$ cat config.mk
export PLATFORM = sky130hd
export DESIGN_NAME = planar_pose_integrator_top
export DESIGN_NICKNAME = d
export VERILOG_FILES = /design/src/design/ppi_pkg.sv /design/src/design/ppi_mac_lane.sv /design/src/design/ppi_cordic.sv /design/src/design/planar_pose_integrator_top.sv
export VERILOG_INCLUDE_DIRS = /design/src /design/src/design
export SDC_FILE = /design/constraint.sdc
export NUM_CORES = 2
export LEC_CHECK = 0
export BUFFER_PORTS_ARGS = -buffer_cell sky130_fd_sc_hd__buf_2
export CAP_MARGIN = 30
export CORE_UTILIZATION = 45
export DETAILED_ROUTE_END_ITERATION = 8
export PLACE_DENSITY = 0.62
export SYNTH_ARGS = -nofsm -noshare
export SYNTH_HDL_FRONTEND = slang
export SYNTH_SLANG_ARGS = --single-unit
$ cat constraint.sdc
create_clock -name clk -period 26.7 [get_ports clk]
set_input_delay 8.01 -clock clk [delete_from_list [all_inputs] [get_ports clk]]
set_output_delay 8.01 -clock clk [all_outputs]
set_load 0.01 [all_outputs]
$ cat src/design/planar_pose_integrator_top_defines.svh
// Assertion macros shared by the pose integrator modules.
`ifndef PLANAR_POSE_INTEGRATOR_TOP_DEFINES_SVH
`define PLANAR_POSE_INTEGRATOR_TOP_DEFINES_SVH

// Same-cycle implication, sampled on clk, off while rst_n is low.
`define PPI_ASSERT_IMP(label, ante, cons, msg) \
  label: assert property (@(posedge clk) disable iff (!rst_n) (ante) |-> (cons)) \
    else $error(msg);

// Next-cycle implication, sampled on clk, off while rst_n is low.
`define PPI_ASSERT_NXT(label, ante, cons, msg) \
  label: assert property (@(posedge clk) disable iff (!rst_n) (ante) |=> (cons)) \
    else $error(msg);

`endif

$ cat src/design/ppi_pkg.sv
// Shared constants, types and tables of the planar pose integrator.
package ppi_pkg;

  // Field widths
  localparam int VF_W  = 24;
  localparam int VS_W  = 24;
  localparam int YR_W  = 32;
  localparam int DT_W  = 24;
  localparam int POS_W = 48;
  localparam int HDG_W = 32;
  localparam int QT_W  = 18;

  // Input word layout, lowest bit first
  localparam int VF_LSB = 0;
  localparam int VS_LSB = VF_LSB + VF_W;
  localparam int YR_LSB = VS_LSB + VS_W;
  localparam int DT_LSB = YR_LSB + YR_W;
  localparam int NX_LSB = DT_LSB + DT_W;
  localparam int NY_LSB = NX_LSB + POS_W;
  localparam int NH_LSB = NY_LSB + POS_W;
  localparam int IN_TDATA_W = NH_LSB + HDG_W;

  // Output word layout, lowest bit first
  localparam int PX_LSB = 0;
  localparam int PY_LSB = PX_LSB + POS_W;
  localparam int HD_LSB = PY_LSB + POS_W;
  localparam int QZ_LSB = HD_LSB + HDG_W;
  localparam int QW_LSB = QZ_LSB + QT_W;
  localparam int OUT_USED_W = QW_LSB + QT_W;
  localparam int OUT_TDATA_W = ((OUT_USED_W + 7) / 8) * 8;

  // CORDIC
  localparam int CORDIC_STEPS_DEF = 24;
  localparam int CRD_W = 34;
  localparam int ATAN_IW = 5;
  localparam logic signed [CRD_W-1:0] CORDIC_GAIN = CRD_W'(652032874);

  // Serial multiply: one multiplier bit per cycle, MSB first
  localparam int MUL_STEPS = 24;
  localparam int CNT_W = $clog2(MUL_STEPS);

  // Rounding shifts
  localparam int VEL_SH = 16;
  localparam int POS_SH = 26;
  localparam int HDG_SH = 12;
  localparam int QT_SH  = 14;
  localparam int QT_MAX = 65536;

  // Step controls of one multiply-accumulate lane
  typedef struct packed {
    logic en;
    logic first;
    logic neg;
  } mac_ctl_t;

  // Arctangent of 2^-k in binary-angle units
  function automatic logic [HDG_W-1:0] atan_turn(input logic [ATAN_IW-1:0] k);
    logic [HDG_W-1:0] a;
    case (k)
      5'd0:  a = 32'd536870912;
      5'd1:  a = 32'd316933406;
      5'd2:  a = 32'd167458907;
      5'd3:  a = 32'd85004756;
      5'd4:  a = 32'd42667331;
      5'd5:  a = 32'd21354465;
      5'd6:  a = 32'd10679838;
      5'd7:  a = 32'd5340245;
      5'd8:  a = 32'd2670163;
      5'd9:  a = 32'd1335087;
      5'd10: a = 32'd667544;
      5'd11: a = 32'd333772;
      5'd12: a = 32'd166886;
      5'd13: a = 32'd83443;
      5'd14: a = 32'd41722;
      5'd15: a = 32'd20861;
      5'd16: a = 32'd10430;
      5'd17: a = 32'd5215;
      5'd18: a = 32'd2608;
      5'd19: a = 32'd1304;
      5'd20: a = 32'd652;
      5'd21: a = 32'd326;
      5'd22: a = 32'd163;
      5'd23: a = 32'd81;
      5'd24: a = 32'd41;
      5'd25: a = 32'd20;
      5'd26: a = 32'd10;
      5'd27: a = 32'd5;
      5'd28: a = 32'd3;
      5'd29: a = 32'd1;
      5'd30: a = 32'd1;
      default: a = 32'd0;
    endcase
    return a;
  endfunction

  // Round a Q3.30 value to Q1.16, round half up, saturate to +/- one
  function automatic logic [QT_W-1:0] quat_term(input logic signed [CRD_W-1:0] v);
    logic signed [CRD_W-1:0] q;
    logic [QT_W-1:0] r;
    q = v >>> QT_SH;
    q = q + (v[QT_SH-1] ? CRD_W'(1) : CRD_W'(0));
    if (q > QT_MAX) begin
      r = QT_W'(QT_MAX);
    end else if (q < -QT_MAX) begin
      r = QT_W'(-QT_MAX);
    end else begin
      r = q[QT_W-1:0];
    end
    return r;
  endfunction

endpackage

$ cat src/design/ppi_mac_lane.sv
// Bit-serial multiply-accumulate lane, multiplier bits MSB first.
module ppi_mac_lane import ppi_pkg::*; #(
  parameter int MW = 34,
  parameter int AW = 60
) (
  input  logic                 clk,
  input  mac_ctl_t             ctl,
  input  logic                 b0,
  input  logic signed [MW-1:0] v0,
  input  logic                 b1,
  input  logic signed [MW-1:0] v1,
  input  logic                 sub1,
  output logic signed [AW-1:0] acc_o
);

  localparam int TW = MW + 2;

  logic signed [TW-1:0] t0, t1, sum, term;
  logic signed [AW-1:0] acc_r, acc_nxt, term_ext;

  always_comb begin
    t0 = b0 ? {{2{v0[MW-1]}}, v0} : '0;
    t1 = b1 ? {{2{v1[MW-1]}}, v1} : '0;
    sum = sub1 ? t0 - t1 : t0 + t1;
    // MSB of a signed multiplier carries negative weight
    term = ctl.neg ? -sum : sum;
    term_ext = {{(AW-TW){term[TW-1]}}, term};
    acc_nxt = ctl.first ? term_ext : (acc_r <<< 1) + term_ext;
  end

  always_ff @(posedge clk) begin
    if (ctl.en) begin
      acc_r <= acc_nxt;
    end
  end

  assign acc_o = acc_r;

endmodule

$ cat src/design/ppi_cordic.sv
// Iterative rotation-mode CORDIC: cosine and sine of a binary angle.
`include "planar_pose_integrator_top_defines.svh"

module ppi_cordic import ppi_pkg::*; #(
  parameter int STEPS = CORDIC_STEPS_DEF
) (
  input  logic                    clk,
  input  logic                    rst_n,
  input  logic                    start,
  input  logic [HDG_W-1:0]        angle,
  output logic                    done,
  output logic signed [CRD_W-1:0] cos_o,
  output logic signed [CRD_W-1:0] sin_o
);

  localparam int IW = $clog2(STEPS);

  logic                    run_r, run_nxt;
  logic                    done_r, done_nxt;
  logic [IW-1:0]           idx_r, idx_nxt;
  logic                    flip_r, flip_nxt;
  logic signed [CRD_W-1:0] x_r, x_nxt, y_r, y_nxt, xs, ys;
  logic [HDG_W-1:0]        z_r, z_nxt, at;
  logic                    last;

  assign last = (idx_r == IW'(STEPS - 1));

  always_comb begin
    run_nxt  = run_r;
    done_nxt = 1'b0;
    idx_nxt  = idx_r;
    flip_nxt = flip_r;
    x_nxt    = x_r;
    y_nxt    = y_r;
    z_nxt    = z_r;
    xs       = y_r >>> idx_r;
    ys       = x_r >>> idx_r;
    at       = atan_turn(ATAN_IW'(idx_r));
    if (start) begin
      // Fold the left half plane over by half a turn; negate at the end
      flip_nxt = angle[HDG_W-1] ^ angle[HDG_W-2];
      z_nxt    = flip_nxt ? {~angle[HDG_W-1], angle[HDG_W-2:0]} : angle;
      x_nxt    = CORDIC_GAIN;
      y_nxt    = '0;
      idx_nxt  = '0;
      run_nxt  = 1'b1;
    end else if (run_r) begin
      if (!z_r[HDG_W-1]) begin
        x_nxt = x_r - xs;
        y_nxt = y_r + ys;
        z_nxt = z_r - at;
      end else begin
        x_nxt = x_r + xs;
        y_nxt = y_r - ys;
        z_nxt = z_r + at;
      end
      if (last) begin
        run_nxt  = 1'b0;
        done_nxt = 1'b1;
        idx_nxt  = '0;
      end else begin
        idx_nxt = idx_r + IW'(1);
      end
    end
  end

  always_ff @(posedge clk) begin
    if (!rst_n) begin
      run_r  <= 1'b0;
      done_r <= 1'b0;
      idx_r  <= '0;
    end else begin
      run_r  <= run_nxt;
      done_r <= done_nxt;
      idx_r  <= idx_nxt;
    end
  end

  always_ff @(posedge clk) begin
    flip_r <= flip_nxt;
    x_r    <= x_nxt;
    y_r    <= y_nxt;
    z_r    <= z_nxt;
  end

  assign done  = done_r;
  assign cos_o = flip_r ? -x_r : x_r;
  assign sin_o = flip_r ? -y_r : y_r;

  `PPI_ASSERT_IMP(a_crd_no_restart, run_r, !start, "CORDIC restarted while busy")
  `PPI_ASSERT_NXT(a_crd_start_runs, start, run_r && (idx_r == '0), "CORDIC did not start")

endmodule

$ cat src/design/planar_pose_integrator_top.sv
// Top level of the planar pose integrator: control, serial datapath and ports.
//
//  channel | dir | handshake             | payload
//  --------+-----+-----------------------+---------------------------------------------
//  in_     | in  | in_tvalid / in_tready | tdata: vel_forward, vel_side, yaw_rate,
//          |     |                       |   elapsed_time, new_x, new_y, new_heading
//          |     |                       | tuser: req_type (1 = set pose)
//  out_    | out | out_tvalid/out_tready | tdata: pos_x, pos_y, heading, quat_z, quat_w
//
//  Velocity word: two CORDIC passes (old heading, then half the new heading) plus two
//    bit-serial multiply passes (rotation, then scale by elapsed time).
//  Set-pose word: one CORDIC pass for the quaternion.
//  One word is in flight at a time; the output register lets the next word in
//    while a finished result waits for out_tready.
//  Reset (rst_n low, synchronous) clears pose to zero and empties the output.
`include "planar_pose_integrator_top_defines.svh"

module planar_pose_integrator_top import ppi_pkg::*; #(
  parameter int CORDIC_STEPS = CORDIC_STEPS_DEF
) (
  input  logic                   clk,
  input  logic                   rst_n,
  input  logic                   in_tvalid,
  output logic                   in_tready,
  // vel_forward[23:0], vel_side[47:24], yaw_rate[79:48], elapsed_time[103:80],
  // new_x[151:104], new_y[199:152], new_heading[231:200]
  input  logic [IN_TDATA_W-1:0]  in_tdata,
  // req_type[0]
  input  logic                   in_tuser,
  output logic                   out_tvalid,
  input  logic                   out_tready,
  // pos_x[47:0], pos_y[95:48], heading[127:96], quat_z[145:128], quat_w[163:146],
  // zero fill[167:164]
  output logic [OUT_TDATA_W-1:0] out_tdata
);

  // Lane widths: rotation lanes carry vf*cos - vs*sin and vf*sin + vs*cos, scale lanes carry v*dt
  localparam int ROT_AW = CRD_W + 2 + MUL_STEPS;
  localparam int VW     = ROT_AW - VEL_SH;
  localparam int SCL_AW = VW + 2 + MUL_STEPS;
  localparam int HDG_AW = YR_W + 2 + MUL_STEPS;

  typedef enum logic [8:0] {
    S_IDLE   = 9'b000000001,
    S_SIN    = 9'b000000010,
    S_ROT    = 9'b000000100,
    S_RND    = 9'b000001000,
    S_SCALE  = 9'b000010000,
    S_UPD    = 9'b000100000,
    S_QSTART = 9'b001000000,
    S_QUAT   = 9'b010000000,
    S_DONE   = 9'b100000000
  } state_t;

  state_t state_r, state_nxt;
  logic [CNT_W-1:0] cnt_r, cnt_nxt;
  logic cnt_last;

  logic in_acc, out_load, out_valid_r, out_valid_nxt;

  // Digit shift registers: multiplier bits leave from the top
  logic [VF_W-1:0] vf_sr_r;
  logic [VS_W-1:0] vs_sr_r;
  logic [DT_W-1:0] dt_sr_r;
  logic signed [YR_W-1:0] yr_r;
  logic signed [VW-1:0] vx_r, vy_r;

  logic [POS_W-1:0] pose_x_r, pose_x_nxt, pose_y_r, pose_y_nxt;
  logic [HDG_W-1:0] pose_h_r, pose_h_nxt;

  logic [POS_W-1:0] out_px_r, out_py_r;
  logic [HDG_W-1:0] out_h_r;
  logic [QT_W-1:0]  out_qz_r, out_qw_r;

  logic                    cor_start, cor_done;
  logic [HDG_W-1:0]        cor_angle;
  logic signed [CRD_W-1:0] cor_cos, cor_sin;

  mac_ctl_t rot_ctl, scl_ctl;
  logic signed [ROT_AW-1:0] acc_vx, acc_vy;
  logic signed [SCL_AW-1:0] acc_dx, acc_dy, dx_sh, dy_sh;
  logic signed [HDG_AW-1:0] acc_dh, dh_sh;

  assign in_tready = (state_r == S_IDLE);
  assign in_acc    = in_tvalid && in_tready;
  assign out_load  = (state_r == S_DONE) && (!out_valid_r || out_tready);
  assign cnt_last  = (cnt_r == CNT_W'(MUL_STEPS - 1));

  // Sequencer
  always_comb begin
    state_nxt = state_r;
    cnt_nxt   = cnt_r;
    case (state_r)
      S_IDLE: begin
        if (in_acc) begin
          state_nxt = in_tuser ? S_QSTART : S_SIN;
        end
      end
      S_SIN: begin
        if (cor_done) begin
          state_nxt = S_ROT;
        end
      end
      S_ROT: begin
        cnt_nxt = cnt_last ? '0 : cnt_r + CNT_W'(1);
        if (cnt_last) begin
          state_nxt = S_RND;
        end
      end
      S_RND: begin
        state_nxt = S_SCALE;
      end
      S_SCALE: begin
        cnt_nxt = cnt_last ? '0 : cnt_r + CNT_W'(1);
        if (cnt_last) begin
          state_nxt = S_UPD;
        end
      end
      S_UPD: begin
        state_nxt = S_QSTART;
      end
      S_QSTART: begin
        state_nxt = S_QUAT;
      end
      S_QUAT: begin
        if (cor_done) begin
          state_nxt = S_DONE;
        end
      end
      S_DONE: begin
        if (out_load) begin
          state_nxt = S_IDLE;
        end
      end
      default: begin
        state_nxt = S_IDLE;
      end
    endcase
  end

  // Rotate by the old heading on a velocity word, then the half heading for the quaternion
  assign cor_start = (in_acc && !in_tuser) || (state_r == S_QSTART);
  assign cor_angle = (state_r == S_IDLE) ? pose_h_r : {1'b0, pose_h_r[HDG_W-1:1]};

  ppi_cordic #(
    .STEPS (CORDIC_STEPS)
  ) u_cordic (
    .clk   (clk),
    .rst_n (rst_n),
    .start (cor_start),
    .angle (cor_angle),
    .done  (cor_done),
    .cos_o (cor_cos),
    .sin_o (cor_sin)
  );

  // Rotation pass: signed multiplier bits, MSB step negated
  always_comb begin
    rot_ctl.en    = (state_r == S_ROT);
    rot_ctl.first = (cnt_r == '0);
    rot_ctl.neg   = (cnt_r == '0);
    scl_ctl.en    = (state_r == S_SCALE);
    scl_ctl.first = (cnt_r == '0);
    scl_ctl.neg   = 1'b0;
  end

  ppi_mac_lane #(.MW(CRD_W), .AW(ROT_AW)) u_lane_vx (
    .clk(clk), .ctl(rot_ctl),
    .b0(vf_sr_r[VF_W-1]), .v0(cor_cos),
    .b1(vs_sr_r[VS_W-1]), .v1(cor_sin), .sub1(1'b1),
    .acc_o(acc_vx)
  );

  ppi_mac_lane #(.MW(CRD_W), .AW(ROT_AW)) u_lane_vy (
    .clk(clk), .ctl(rot_ctl),
    .b0(vf_sr_r[VF_W-1]), .v0(cor_sin),
    .b1(vs_sr_r[VS_W-1]), .v1(cor_cos), .sub1(1'b0),
    .acc_o(acc_vy)
  );

  // Scale pass: unsigned elapsed-time bits drive all three lanes
  ppi_mac_lane #(.MW(VW), .AW(SCL_AW)) u_lane_dx (
    .clk(clk), .ctl(scl_ctl),
    .b0(dt_sr_r[DT_W-1]), .v0(vx_r),
    .b1(1'b0), .v1('0), .sub1(1'b0),
    .acc_o(acc_dx)
  );

  ppi_mac_lane #(.MW(VW), .AW(SCL_AW)) u_lane_dy (
    .clk(clk), .ctl(scl_ctl),
    .b0(dt_sr_r[DT_W-1]), .v0(vy_r),
    .b1(1'b0), .v1('0), .sub1(1'b0),
    .acc_o(acc_dy)
  );

  ppi_mac_lane #(.MW(YR_W), .AW(HDG_AW)) u_lane_dh (
    .clk(clk), .ctl(scl_ctl),
    .b0(dt_sr_r[DT_W-1]), .v0(yr_r),
    .b1(1'b0), .v1('0), .sub1(1'b0),
    .acc_o(acc_dh)
  );

  // Round half up folds into the pose add as a carry-in
  assign dx_sh = acc_dx >>> POS_SH;
  assign dy_sh = acc_dy >>> POS_SH;
  assign dh_sh = acc_dh >>> HDG_SH;

  always_comb begin
    pose_x_nxt = pose_x_r;
    pose_y_nxt = pose_y_r;
    pose_h_nxt = pose_h_r;
    if (in_acc && in_tuser) begin
      pose_x_nxt = in_tdata[NX_LSB +: POS_W];
      pose_y_nxt = in_tdata[NY_LSB +: POS_W];
      pose_h_nxt = in_tdata[NH_LSB +: HDG_W];
    end else if (state_r == S_UPD) begin
      pose_x_nxt = pose_x_r + dx_sh[POS_W-1:0] + POS_W'(acc_dx[POS_SH-1]);
      pose_y_nxt = pose_y_r + dy_sh[POS_W-1:0] + POS_W'(acc_dy[POS_SH-1]);
      pose_h_nxt = pose_h_r + dh_sh[HDG_W-1:0] + HDG_W'(acc_dh[HDG_SH-1]);
    end
  end

  assign out_valid_nxt = out_load || (out_valid_r && !out_tready);

  always_ff @(posedge clk) begin
    if (!rst_n) begin
      state_r     <= S_IDLE;
      cnt_r       <= '0;
      out_valid_r <= 1'b0;
      pose_x_r    <= '0;
      pose_y_r    <= '0;
      pose_h_r    <= '0;
    end else begin
      state_r     <= state_nxt;
      cnt_r       <= cnt_nxt;
      out_valid_r <= out_valid_nxt;
      pose_x_r    <= pose_x_nxt;
      pose_y_r    <= pose_y_nxt;
      pose_h_r    <= pose_h_nxt;
    end
  end

  // Operand capture, digit shifting, velocity rounding, result hold
  always_ff @(posedge clk) begin
    if (in_acc) begin
      vf_sr_r <= in_tdata[VF_LSB +: VF_W];
      vs_sr_r <= in_tdata[VS_LSB +: VS_W];
      yr_r    <= in_tdata[YR_LSB +: YR_W];
      dt_sr_r <= in_tdata[DT_LSB +: DT_W];
    end else if (state_r == S_ROT) begin
      vf_sr_r <= {vf_sr_r[VF_W-2:0], 1'b0};
      vs_sr_r <= {vs_sr_r[VS_W-2:0], 1'b0};
    end else if (state_r == S_SCALE) begin
      dt_sr_r <= {dt_sr_r[DT_W-2:0], 1'b0};
    end
    if (state_r == S_RND) begin
      vx_r <= acc_vx[ROT_AW-1:VEL_SH] + VW'(acc_vx[VEL_SH-1]);
      vy_r <= acc_vy[ROT_AW-1:VEL_SH] + VW'(acc_vy[VEL_SH-1]);
    end
    if (out_load) begin
      out_px_r <= pose_x_r;
      out_py_r <= pose_y_r;
      out_h_r  <= pose_h_r;
      out_qz_r <= quat_term(cor_sin);
      out_qw_r <= quat_term(cor_cos);
    end
  end

  assign out_tvalid = out_valid_r;
  assign out_tdata  = {(OUT_TDATA_W - OUT_USED_W)'(0),
                       out_qw_r, out_qz_r, out_h_r, out_py_r, out_px_r};

  `PPI_ASSERT_NXT(a_busy_after_accept, in_tvalid && in_tready, !in_tready, "took two words")
  `PPI_ASSERT_NXT(a_result_shown, out_load, out_tvalid, "result not presented")
  `PPI_ASSERT_IMP(a_cordic_done_waited, cor_done, (state_r == S_SIN) || (state_r == S_QUAT),
    "CORDIC finished outside a wait state")

endmodule
==> metrics.md <==
| Metric | Value |
|---|---|
| Outcome | finished clean |
| Max_cap viols | 0 |
| Maximum buffer depth of the clock tree | 3 |
| Nets | 10200 |
| Total power | 0.0100 W |
| Dpl hpwl | 183000 um |
| Seq cells post-synth | 941 |
| Hold crit path type | reg2reg |
| Core Util, Final | 50.2% |
| Vias in the first global route | 66600 |
| Critical Path End Type | output pin |
| Share of layout cells above drive strength 1 | 10.1% |
| Skew-Pair Late Insertion Delay | 0.80 ns |
| Worst-path maximum fanout | 35 |
| Setup_tns | 0 ns |
| Vias | 70200 |
| Critical path data required time | 18.69 ns |
| Largest net degree at the start of global routing | 131 |
| Initial antenna violation count | 9 |
| EDFF count, synth | 693 |
| Gate power share | 63.5% |
| Drt via density | 5.98 |
| Switching Fraction | 46.4% |
| Routed Antenna Nets | 0 |
| Post-CTS Repair Setup Buffers | 0 |
| Iteration-0 DRC Markers | 5761 |
| Critical path launch point type | flip-flop |
| Final Setup Violations | 0 |
| Maximum clock rate | 88.7 MHz |
| PortBufs | 402 |
| Initial Util | 45.5% |
| Unrepaired setup endpoints after global routing | false |
| Post-synthesis sequential area ratio | 32.4% |
| Critical path type | reg2out |
| Tcrit/Tclk final | 42.2% |
| H-tree lvl count | 3 |
| Setup WS pre-CTS | 14.81 ns |
| Die Y-Extent | 422 um |
| Clock slew seen by the registers of the worst setup and hold paths | 0.06 ns |
| Syn Area/Cell | 8.71 um2 |
| Worst-Margin Slew | 0.980 ns |
| DR pass1 iterations | 6 |
| Peak supply drop | 0.0000751 V |
| Final Hold Viols | 0 |
| Post-CTS sizing | 0 |
| Period minus WS final | 11.28 ns |
| Sink Count | 941 |
| Drt drc | 0 |
| Share of power burned in registers | 20.1% |
| Die area | 0.178 mm2 |
| Worst hold slack | 0.458 ns |
| P&R area growth vs syn | 10.4% |
| Top FF cell, synth | edfxtp_1 |
| Crit path DAT | 3.27 ns |
| GR Overflow Total | 0 |
| Post-synthesis cell type count | 109 |
| IO Count | 407 |
| Routed Wire Length | 245000 um |
| Max transition margin | 34.4% |
| Mapped Cells | 9129 |
| Max-slew violation count | 0 |
| Post-synthesis cell area | 0.0795 mm2 |
| Clock root cell | clkbuf_16 |
| Cell-internal power | 0.00538 W |
| Cts hold-fix bufs | 0 |
| Ys Warns | 0 |
| # fillers | 16600 |
| CTS tree | done |
| Core ar. | 0.175 mm2 |
| Routability Congestion | 0.973 |
| Sw power | 0.00466 W |
| TritonCTS Buffers | 111 |
| Leak | 36.1 nW |
| Setup WS post-layout | 15.42 ns |
| Routed WL per cell | 20.8 um |
| Die width | 422 um |
| # rows | 153 |
| Pwr dens | 114 mW/mm2 |
| Async set-reset flop share out of synthesis | 0% |
| Global Route Usage Sum | 26.4% |
| Clk_skew | 0.0925 ns |
| First-pass GRT wire length | 380000 um |
| Clock share of power | 16.4% |
## logic make-up after synthesis
family	count (synthesis)	synth area share (%)
and+or+nand+nor	3182	19.2
DFF	941	32.4
xor gates and xnor gates	821	9.06
AOI/OAI and AO/OA	2666	21.5
other	1	0.00472
adders and majority gates	624	9.97
muxes	247	4.56
buffers and inverters	647	3.20
## worst max-delay path, stage by stage, from the launching register on
cell and delay, ns:
dfxtp_1 0.46, nor4_1 0.10, nor4b_1 0.17, nand3b_1 0.09
buf_4 0.47, clkinv_1 0.79, buf_2 0.38
## power groups by stage
stage	logic (W)	clock network, W	registers [W]
after floorplan	0.00491	0	0.00192
after global placement	0.00614	0	0.00204
after detailed placement	0.00625	0	0.00204
after CTS	0.00629	0.00169	0.00201
after global routing	0.00704	0.00174	0.00203
final	0.00637	0.00165	0.00202
## layout by cell type, fill, tap and decap left out, drive strengths merged, types with 41 or more instances in the layout
cell,count
nand3,218
dfxtp,248
nand4,91
xnor2,461
xor2,360
nor2,754
o31ai,81
ha,608
and2,194
nor3,157
o21bai,83
o211ai,59
o21a,82
nand2b,102
a31oi,114
o21ai,570
a311oi,67
nor2b,168
clkinv,49
mux2i,119
and3,118
nand2,1067
edfxtp,693
buf,522
clkbuf,129
a21o,350
a21oi,767
nor4,60
or3,67
a211oi,105
mux2,41
inv,212
mux4,87
## stage by stage
| stage | cell area [um2] | cells |
|---|---|---|
| 2_1_floorplan | 79500 | 9132 |
| 4_1_cts | 87700 | 11700 |
| 6_report | 87700 | 11800 |
| 3_5_place_dp | 83700 | 11500 |
| 3_3_place_gp | 83600 | 11500 |
| 5_1_grt | 87700 | 11800 |
## cell usage after synthesis (all sizes together), types with 21 or more instances
master / number / area [um2]
nand2: 1067 / 4010
a21oi: 767 / 3840
nor2: 754 / 2850
edfxtp: 693 / 20800
ha: 608 / 7610
o21ai: 570 / 2850
xnor2: 461 / 4040
xor2: 360 / 3160
clkbuf: 353 / 1330
a21o: 350 / 2630
dfxtp: 248 / 4960
nand3: 218 / 1100
inv: 201 / 754
and2: 194 / 1210
nor2b: 168 / 1060
nor3: 157 / 797
mux2i: 119 / 1190
and3: 118 / 738
a31oi: 114 / 713
a211oi: 105 / 801
nand2b: 102 / 638
nand4: 91 / 569
buf: 87 / 439
mux4: 87 / 1970
o21bai: 83 / 623
o21a: 82 / 616
o31ai: 81 / 608
a311oi: 67 / 587
or3: 67 / 419
nor4: 60 / 424
o211ai: 59 / 453
mux2: 41 / 462
a211o: 38 / 333
or2: 36 / 225
or4: 35 / 267
o22ai: 32 / 200
a221oi: 28 / 245
o31a: 28 / 245
a2111oi: 27 / 236
a41oi: 26 / 228
o221ai: 25 / 219
a21boi: 24 / 180
o41ai: 22 / 208
o2111ai: 21 / 190
## final timing paths
path                              end            start  depth (start not counted)  slack [ns]
setup reg to reg  u_lane_vy.acc_o[56]  u_cordic.x_r[9]                         32       16.56
hold / removal           out_px_r[46]     pose_x_r[46]                          0        0.46
setup / recovery            in_tready       state_r[5]                          6       15.42
hold reg to reg          out_px_r[46]     pose_x_r[46]                          0        0.46
## area by class of cell
class | count | area [um2] | share of cell area [%]
clock inverter | 82 | 1030 | 1.17
antenna | 6 | 15.0 | 0.0171
clock buffer | 128 | 2940 | 3.36
tap | 2325 | 2910 | 3.32
timing repair buffer | 523 | 2970 | 3.39
sequential | 941 | 25800 | 29.4
multi-input combinational | 7544 | 51300 | 58.4
inverter | 207 | 792 | 0.903
## state kept, by name (all words and copies together), names as in the netlist, 34 cells and up
register and flops:
u_cordic.x_r 34, u_lane_vx.acc_o 60, pose_y_r 48, u_lane_dy.acc_o 70, pose_x_r 48, vx_r 44, u_cordic.y_r 34, u_lane_vy.acc_o 60
u_lane_dx.acc_o 70, out_py_r 48, vy_r 44, out_px_r 48, u_lane_dh.acc_o 44
## layer usage
layer | up-vias | share of wire [%] | global-route usage [%]
li1 | 34200 | - | -
met1 | 33200 | 46 | 37.1
met2 | 2386 | 44 | 42.0
met3 | 412 | 6.1 | 3.34
met4 | 2 | 3.4 | 8.62
met5 | - | 0.0053 | 0
Note: power is estimated with default switching activity, not from simulation.
